`config.mk`:
```
export PLATFORM = sky130hd
export DESIGN_NAME = fse_wrap
export DESIGN_NICKNAME = d
export VERILOG_FILES = /design/src/design/fse_pkg.sv /design/src/design/fse_wrap.sv
export SDC_FILE = /design/constraint.sdc
export NUM_CORES = 1
export LEC_CHECK = 0
export BUFFER_PORTS_ARGS = -buffer_cell sky130_fd_sc_hd__buf_2
export CAP_MARGIN = 20
export CORE_UTILIZATION = 43
export DETAILED_ROUTE_END_ITERATION = 16
export GPL_ROUTABILITY_DRIVEN = 0
export GPL_TIMING_DRIVEN = 0
export SYNTH_ARGS = -nofsm -noshare
export SYNTH_HDL_FRONTEND = slang
export SYNTH_SLANG_ARGS = --single-unit
```
`constraint.sdc`:
```
create_clock -name clk -period 6.35 [get_ports clk]
set_input_delay 0.9525 -clock clk [delete_from_list [all_inputs] [get_ports clk]]
set_output_delay 0.9525 -clock clk [all_outputs]
set_load 0.005 [all_outputs]
```
`src/design/fse_pkg.sv`:
```
// ----------------------------------------------------------------------------
// Frenet segment error package
// Shared constants, payload types and arithmetic helpers of the core.
// ----------------------------------------------------------------------------
package fse_pkg;

  localparam int FRAC_BITS    = 16;
  localparam int DIV_STEPS    = 30;
  localparam int CORDIC_STEPS = 30;
  localparam int WRAP_LAT     = 5;
  localparam int WRAP_IN_W    = 34;

  localparam longint unsigned PI60     = 64'h3243F6A8885A308D;
  localparam longint unsigned PI_F     =
    (PI60 + (64'd1 << (59 - FRAC_BITS))) >> (60 - FRAC_BITS);
  localparam longint unsigned TWO_PI_F =
    (PI60 + (64'd1 << (58 - FRAC_BITS))) >> (59 - FRAC_BITS);
  localparam int ANG_W = $clog2(TWO_PI_F + 64'd1);

  localparam int RECIP_SHIFT = WRAP_IN_W;
  localparam longint unsigned WRAP_RECIP = (64'd1 << RECIP_SHIFT) / TWO_PI_F;
  localparam int RECIP_W = $clog2(WRAP_RECIP + 64'd1);
  localparam int QUOT_W  = WRAP_IN_W - ANG_W + 1;

  localparam longint unsigned ZERO_LEN_MAX =
    (64'd1 << (2 * FRAC_BITS)) / 64'd1000000000000;

  localparam logic signed [33:0] PI_Q30      = 34'sd3373259426;
  localparam logic signed [33:0] HALF_PI_Q30 = 34'sd1686629713;
  localparam logic signed [32:0] CORDIC_GAIN = 33'sh026DD3B6A;
  localparam logic [30:0]        T_ONE       = 31'h40000000;

  typedef struct packed {
    logic signed [31:0] pose_x;
    logic signed [31:0] pose_y;
    logic signed [31:0] pose_heading;
    logic signed [31:0] seg_start_x;
    logic signed [31:0] seg_start_y;
    logic signed [31:0] seg_start_heading;
    logic signed [31:0] seg_end_x;
    logic signed [31:0] seg_end_y;
    logic signed [31:0] seg_end_heading;
  } cmd_t;

  typedef struct packed {
    logic signed [31:0] lateral_error;
    logic signed [31:0] heading_error;
  } result_t;

  // Arctangent of 2^-idx in Q30.
  function automatic logic signed [33:0] atan_q30(input int idx);
    logic [31:0] v;
    unique case (idx)
      0:  v = 32'h3243F6A8;
      1:  v = 32'h1DAC6705;
      2:  v = 32'h0FADBAFC;
      3:  v = 32'h07F56EA6;
      4:  v = 32'h03FEAB76;
      5:  v = 32'h01FFD55B;
      6:  v = 32'h00FFFAAA;
      7:  v = 32'h007FFF55;
      8:  v = 32'h003FFFEA;
      9:  v = 32'h001FFFFD;
      10: v = 32'h000FFFFF;
      11: v = 32'h0007FFFF;
      12: v = 32'h0003FFFF;
      13: v = 32'h0001FFFF;
      14: v = 32'h0000FFFF;
      15: v = 32'h00007FFF;
      16: v = 32'h00003FFF;
      17: v = 32'h00001FFF;
      18: v = 32'h00000FFF;
      19: v = 32'h000007FF;
      20: v = 32'h000003FF;
      21: v = 32'h000001FF;
      22: v = 32'h000000FF;
      23: v = 32'h0000007F;
      24: v = 32'h0000003F;
      25: v = 32'h0000001F;
      26: v = 32'h0000000F;
      27: v = 32'h00000008;
      28: v = 32'h00000004;
      29: v = 32'h00000002;
      default: v = 32'h0;
    endcase
    return $signed({2'b00, v});
  endfunction

  // Divide by 2^n and round half away from zero.
  function automatic longint rnd_half(input longint v, input int n);
    longint unsigned m;
    m = (v < 0) ? $unsigned(-v) : $unsigned(v);
    m = (m + (64'd1 << (n - 1))) >> n;
    return (v < 0) ? -longint'(m) : longint'(m);
  endfunction

endpackage

```
`src/design/fse_wrap.sv`:
```
// ----------------------------------------------------------------------------
// Angle wrap unit
// Reduces an angle into the range about (-pi, pi] by a reciprocal multiply,
// one correction step and a fold, over five register stages.
// ----------------------------------------------------------------------------
module fse_wrap (
  input  logic                                  clk,
  input  logic signed [fse_pkg::WRAP_IN_W-1:0]  a,
  output logic signed [31:0]                    r
);
  import fse_pkg::*;

  logic                          neg1, neg2, neg3, neg4;
  logic [WRAP_IN_W-1:0]          mag1, mag2;
  logic [WRAP_IN_W+RECIP_W-1:0]  prod2;
  logic [QUOT_W-1:0]             quot;
  logic [63:0]                   sub3;
  logic [ANG_W:0]                rem3;
  logic [ANG_W-1:0]              rem4;
  logic [ANG_W-1:0]              mod4;
  logic signed [31:0]            res4;

  always_comb begin
    quot = QUOT_W'(prod2 >> RECIP_SHIFT);
    sub3 = 64'(mag2) - 64'(quot) * 64'(TWO_PI_F);
    mod4 = (neg4 && rem4 != '0) ? ANG_W'(ANG_W'(TWO_PI_F) - rem4) : rem4;
    if (64'(mod4) > PI_F) begin
      res4 = 32'(longint'(mod4) - longint'(TWO_PI_F));
    end else begin
      res4 = 32'(mod4);
    end
  end

  always_ff @(posedge clk) begin
    neg1  <= a[WRAP_IN_W-1];
    mag1  <= a[WRAP_IN_W-1] ? WRAP_IN_W'(-a) : WRAP_IN_W'(a);
    neg2  <= neg1;
    mag2  <= mag1;
    prod2 <= (WRAP_IN_W+RECIP_W)'(mag1) * (WRAP_IN_W+RECIP_W)'(WRAP_RECIP);
    neg3  <= neg2;
    rem3  <= sub3[ANG_W:0];
    neg4  <= neg3;
    if (rem3 >= (ANG_W+1)'(TWO_PI_F)) begin
      rem4 <= ANG_W'(rem3 - (ANG_W+1)'(TWO_PI_F));
    end else begin
      rem4 <= rem3[ANG_W-1:0];
    end
    r <= res4;
  end

endmodule

```
==> results.sh, run 1 <==
export IMPL_hpwl_um=31600
export IMPL_status="complete, no violations"
export IMPL_critical_path_required_ns=6.72
export IMPL_slew_viol_final=0
export IMPL_start_util_pct=43.8
export IMPL_synth_seq_cells=133
export IMPL_route_vias_total=11846
export IMPL_finClkSkew_ns=0.0127
export IMPL_nets=2522
export IMPL_synth_cell_type_count=68
export IMPL_cpMaxStageDelayCell="fa_1"
export IMPL_ant_nets=0
export IMPL_coreArea_um2=40900
export IMPL_first_iter_violations=424
export IMPL_synth_nets=2420
export IMPL_cts_root_buf="clkbuf_16"
export IMPL_cp_slowest_stage_delay_ns=0.56
export IMPL_yosysSeqAreaShare_pct=14.9
export IMPL_clk_pin_slew_ns=0.07
export IMPL_num_io_pins=67
export IMPL_crit_path_frequent_cell="fa_1"
export IMPL_portBuffers=66
export IMPL_clk_path_buf_depth=2
export IMPL_grt_pass1_vias=12716
export IMPL_placed_area_um2=18900
export IMPL_drive_above_1_share_pct=10.3
export IMPL_crit_path_end_kind="flop"
export IMPL_worstPathArrival_ns=6.47
export IMPL_cts_tree="yes"
export IMPL_grt_pass1_wl_um=62400
export IMPL_postRouteWirelength_um=36800
export IMPL_grt_max_degree=17
export IMPL_min_period_ns=6.10
export IMPL_fill_cells=3863
export IMPL_num_rows=74
export IMPL_final_common_cell="inv_1"
export IMPL_synth_edf_count=0
export IMPL_yosysTopAreaCell="fa_1"
export IMPL_die_w_um=206
export IMPL_critPathLaunchType="flop"
export IMPL_syn_to_final_growth_pct=9.93
export IMPL_fmaxAchievable_mhz=164
export IMPL_synth_cells=1804
export IMPL_crit_family="adder cells"
export IMPL_cts_sinks=133
export IMPL_rsz0062_at_grt="yes"
export IMPL_die_h_um=206
export IMPL_n_antenna_cell=0
export IMPL_synth_top_cell_area_share_pct=32.5
export IMPL_max_cap_viol_count=0
export IMPL_wire_per_inst_um=15.0
export IMPL_setup_violations=0
export IMPL_ys_async_sr_fraction_pct=0
export IMPL_fin_crit_sh_pct=96.1
export IMPL_antenna_found_initial=0
export IMPL_ys_dominant_reg_cell="dfxtp_1"
export IMPL_synth_area_top_cells="fa_1 33%, ha_1 20%, dfxtp_1 15%"
export IMPL_cp_cell_sequence="clkinvlp_4 -> buf_4 -> fa_1 -> fa_1 -> fa_1 -> inv_1 -> fa_1 -> fa_1 -> inv_1 -> fa_1 -> inv_1 -> ha_1 -> o21ai_0 -> o21ai_0 -> a31oi_1 -> nor3_1 -> o2111ai_1 -> o221ai_2 -> o41ai_2 -> buf_4 -> o21ai_0 -> xnor2_1"
export IMPL_dieArea_um2=42500
export IMPL_clkLatencyLatePin_ns=0.45
export IMPL_crit_type="reg2reg"
export IMPL_hp_class="reg2reg"
export IMPL_drc=0
export IMPL_synth_cell_area_um2=17900
export IMPL_slew_headroom_pct=48.0
export IMPL_worstMarginPinSlew_ns=0.780
export IMPL_path_max_fanout=5
export IMPL_final_hold_viol_count=0
export IMPL_dr_pass1_iters=4
export IMPL_via_per_inst=4.83
export IMPL_yosysWarningCount=0
export IMPL_path_buf_inv=6
export IMPL_cts_made_buffers=17
export IMPL_final_area_um2=19700
export IMPL_syn_avg_cell_area_um2=9.93
export IMPL_grt_usage_pct=18.9
export IMPL_ctsHtreeMaxLevel=4
export IMPL_mostFrequentLayoutCells="473 x inv_1, 291 x fa_1, 290 x ha_1"
export IMPL_gr_total_overflow=0
==> registers in the layout, indices dropped and copies added, names as in the netlist <==
name	count
mag1	34
mag2	17
neg1	1
neg2	1
neg3	1
neg4	1
prod2	19
r	20
rem3	20
rem4	19
==> stage by stage <==
| stage | hold slack (ns) | std cells | TNS (ns) | worst slack [ns] | utilization, % |
|---|---|---|---|---|---|
| 2_1_floorplan | 0.310 | 1804 | 0 | 0.439 | - |
| 3_3_place_gp | 0.316 | 2402 | -2.20 | -0.491 | 46.2 |
| 3_5_place_dp | 0.313 | 2402 | -2.23 | -0.559 | 46.2 |
| 4_1_cts | 0.329 | 2435 | 0 | 0.00358 | 47.6 |
| 5_1_grt | 0.329 | 2451 | -0.0846 | -0.0542 | 48.1 |
| 6_report | 0.326 | 2451 | 0 | 0.245 | 48.1 |
==> final timing paths <==
path	from	endpoint	slack (ns)	cells after the start
min	neg3	neg4	0.33	0
max reg2reg	mag1[9]	prod2[48]	0.25	22
max	mag1[9]	prod2[48]	0.25	22
min reg2reg	neg3	neg4	0.33	0
==> layout make-up <==
type                       count  area [µm²]  area share [%]
tap                          532         666            3.38
inverter                     481        1830            9.29
timing repair buffer          83         458            2.33
clock buffer                  18         439            2.23
sequential                   133        2710            13.8
clock inverter                14         118           0.597
multi-input combinational   1159       13300            67.5
buffer                        31         183           0.928
==> worst reg2reg max path: cells and delay by family, from the launching register on <==
family          cells  cell delay, ns
compound gates      7            1.03
flops               1            0.42
buf+inv             6            0.57
xor+xnor            1            0.15
fa+ha+maj           7            3.39
simple gates        1            0.47
==> routing by layer <==
metal,vias up,share of wire [%],global-route usage [%]
met5,-,0,0
met4,0,1.8,5.88
met3,44,2.9,2.62
met2,192,51,34.0
met1,5729,44,23.3
li1,5881,-,-
==> kinds of logic after synthesis <==
family / share of synthesized area, %
muxes: 0.405
DFF: 14.9
xor gates and xnor gates: 5.67
and+or+nand+nor: 7.41
buffers and inverters: 11.1
AOI/OAI and AO/OA: 7.75
adders and majority gates: 52.8
==> cell usage after synthesis, types with 3 or more instances <==
master / instances
fa_1: 291
nor2_1: 59
ha_1: 290
buf_4: 12
nand3_1: 22
o21bai_1: 8
or4_1: 8
and3_1: 7
nor2b_1: 9
dfxtp_1: 133
nand2b_1: 11
nand2_1: 55
and2_1: 7
o21ai_0: 47
or3_1: 9
a211oi_1: 11
nor3_1: 16
a21o_1: 15
a31oi_1: 6
buf_2: 5
or2_2: 5
clkbuf_1: 12
o2111ai_1: 3
xor2_1: 30
inv_1: 481
o311a_1: 3
a21oi_1: 45
o41ai_1: 7
nor4_1: 9
a21boi_0: 4
o31ai_1: 12
nand4_1: 17
nor3b_2: 3
xnor2_1: 86
nor4b_1: 3
o21a_1: 12
o211ai_1: 4
mux2i_1: 5
==> what timing repair did <==
action,4_1_cts,5_1_grt
setup endpoints to repair,12,8
buffers inserted,1,16
endpoints found under the hold margin,0,0
gates cloned,0,0
pin swaps,1,0
gates resized for setup,8,41
hold buffers,0,0
Power of run 1 is left out: the tool's default activity adds up to more than one toggle a clock period on the data nets, which glitch-free logic cannot reach.
==> inputs of run 2 (changes only) <==
- CAP_MARGIN: 20 -> default
- PLACE_DENSITY_LB_ADDON: default -> 0.15
- clock period: 6.35 -> 6.5 ns (I/O delays scaled with it)
==> run 2 against run 1 <==
  * Flip-flop and latch count unchanged
  * Cell count decreased by 0.69%
  * First-iteration DRC count rose by 1.2%
  * Fmax fell by 2.6%
  * Global-route usage shrank 0.071 points
  * Count of clock-buffer cells in the layout is 1 higher
  * Register-to-register slack hardly changed
  * Non-clock buffer count down 15
  * Sequential share of layout area about the same
  * Clock skew up 0.00094 ns
  * Via count fell by 0.66%
  * Highest routed layer unchanged
==> results.sh, run 2 (synthesis gave the netlist of run 1 again) <==
export IMPL_status="complete, no violations"
export IMPL_dr_pass1_iters=5
export IMPL_path_max_fanout=5
export IMPL_grt_pass1_vias=12266
export IMPL_min_period_ns=6.27
export IMPL_ant_nets=0
export IMPL_clkLatencyLatePin_ns=0.44
export IMPL_clk_path_buf_depth=2
export IMPL_grt_pass1_wl_um=62000
export IMPL_syn_to_final_growth_pct=9.49
export IMPL_reg_top3="mag1 (34), r (20), rem3 (20)"
export IMPL_critPathLaunchType="flop"
export IMPL_max_cap_viol_count=0
export IMPL_instances_no_fill=2434
export IMPL_start_util_pct=43.8
export IMPL_nets=2507
export IMPL_fill_cells=3889
export IMPL_die_w_um=206
export IMPL_n_antenna_cell=0
export IMPL_num_io_pins=67
export IMPL_fmaxAchievable_mhz=160
export IMPL_cts_sinks=133
export IMPL_final_common_cell="inv_1"
export IMPL_coreArea_um2=40900
export IMPL_crit_path_end_kind="flop"
export IMPL_drc=0
export IMPL_first_iter_violations=429
export IMPL_slew_viol_final=0
export IMPL_setup_violations=0
export IMPL_largest_reg_flops=34
export IMPL_finClkSkew_ns=0.0136
export IMPL_grt_usage_pct=18.9
export IMPL_route_vias_total=11768
export IMPL_num_rows=74
export IMPL_worstMarginPinSlew_ns=0.798
export IMPL_wire_per_inst_um=15.3
export IMPL_clk_pin_slew_ns=0.07
export IMPL_final_hold_viol_count=0
export IMPL_grt_max_degree=17
export IMPL_cts_root_buf="clkbuf_16"
export IMPL_worstPathArrival_ns=6.59
export IMPL_hp_class="reg2reg"
export IMPL_placed_cells=2402
export IMPL_antenna_found_initial=0
export IMPL_hpwl_um=32100
export IMPL_cts_tree="yes"
export IMPL_critical_path_required_ns=6.82
export IMPL_crit_type="reg2reg"
export IMPL_via_per_inst=4.83
export IMPL_drive_above_1_share_pct=8.73
export IMPL_postRouteWirelength_um=37300
export IMPL_portBuffers=66
export IMPL_gr_total_overflow=0
export IMPL_mostFrequentLayoutCells="479 x inv_1, 291 x fa_1, 290 x ha_1"
export IMPL_cts_made_buffers=17
export IMPL_die_h_um=206
export IMPL_top_register="mag1"
export IMPL_ctsHtreeMaxLevel=4
export IMPL_dieArea_um2=42500
export IMPL_fin_crit_sh_pct=96.4
export IMPL_slew_headroom_pct=46.8
## run 2: layout make-up
cell class / instances / area [µm²] / area share, %
Multi-Input combinational cell: 1159 / 13300 / 67.7
Buffer: 31 / 183 / 0.932
Inverter: 481 / 1810 / 9.23
Tap cell: 532 / 666 / 3.39
Timing Repair Buffer: 68 / 345 / 1.76
Sequential cell: 133 / 2690 / 13.7
Clock buffer: 19 / 433 / 2.21
Clock inverter: 11 / 199 / 1.01
## run 2: path summary, 6_finish.rpt
| kind | startpoint | end | slack, ns | depth (start not counted) |
|---|---|---|---|---|
| max reg2reg | mag1[18] | prod2[49] | 0.23 | 21 |
| min | neg3 | neg4 | 0.33 | 0 |
| min reg2reg | neg3 | neg4 | 0.33 | 0 |
| max | mag1[18] | prod2[49] | 0.23 | 21 |
## run 2: timing repair
action | CTS | global route
pin swaps | 0 | 2
hold buffers | 0 | 0
gates resized for setup | 5 | 26
buffers inserted | 0 | 2
endpoints found under the setup margin | 8 | 6
## run 2: metrics by stage
step	hold slack [ns]	TNS, ns	area, µm²	utilization, %	setup slack, ns
6_report	0.329	0	19600	47.9	0.231
5_1_grt	0.335	-0.0529	19600	47.9	-0.0398
4_1_cts	0.329	0	19500	47.8	0.0608
3_5_place_dp	0.314	-1.41	18900	46.2	-0.444
3_3_place_gp	0.314	-1.25	18900	46.2	-0.381
2_1_floorplan	0.310	0	17900	-	0.589
## run 2: layer usage
layer  vias up  wire length [µm]  GRT usage, %
met4         0               552          5.12
met5         -                 0             0
met3        37              1020          2.60
li1       5847                 -             -
met2       151             18200          32.4
met1      5733             17400          24.7
## run 2: worst max-delay path: stages, from the launching register on
cell and delay (ns):
dfxtp_4 0.44, clkinvlp_4 0.18, fa_1 0.58, fa_1 0.45, fa_1 0.53, inv_1 0.06
fa_1 0.46, fa_1 0.54, inv_1 0.05, fa_1 0.53, inv_1 0.04, ha_1 0.34
a2111oi_1 0.38, o21ai_0 0.15, o21ai_1 0.14, o21ai_2 0.12, o2111ai_1 0.25, o221ai_2 0.17
o41ai_2 0.32, buf_4 0.17, o21ai_0 0.10, xnor2_1 0.15
Power of run 2 is left out for the same reason.
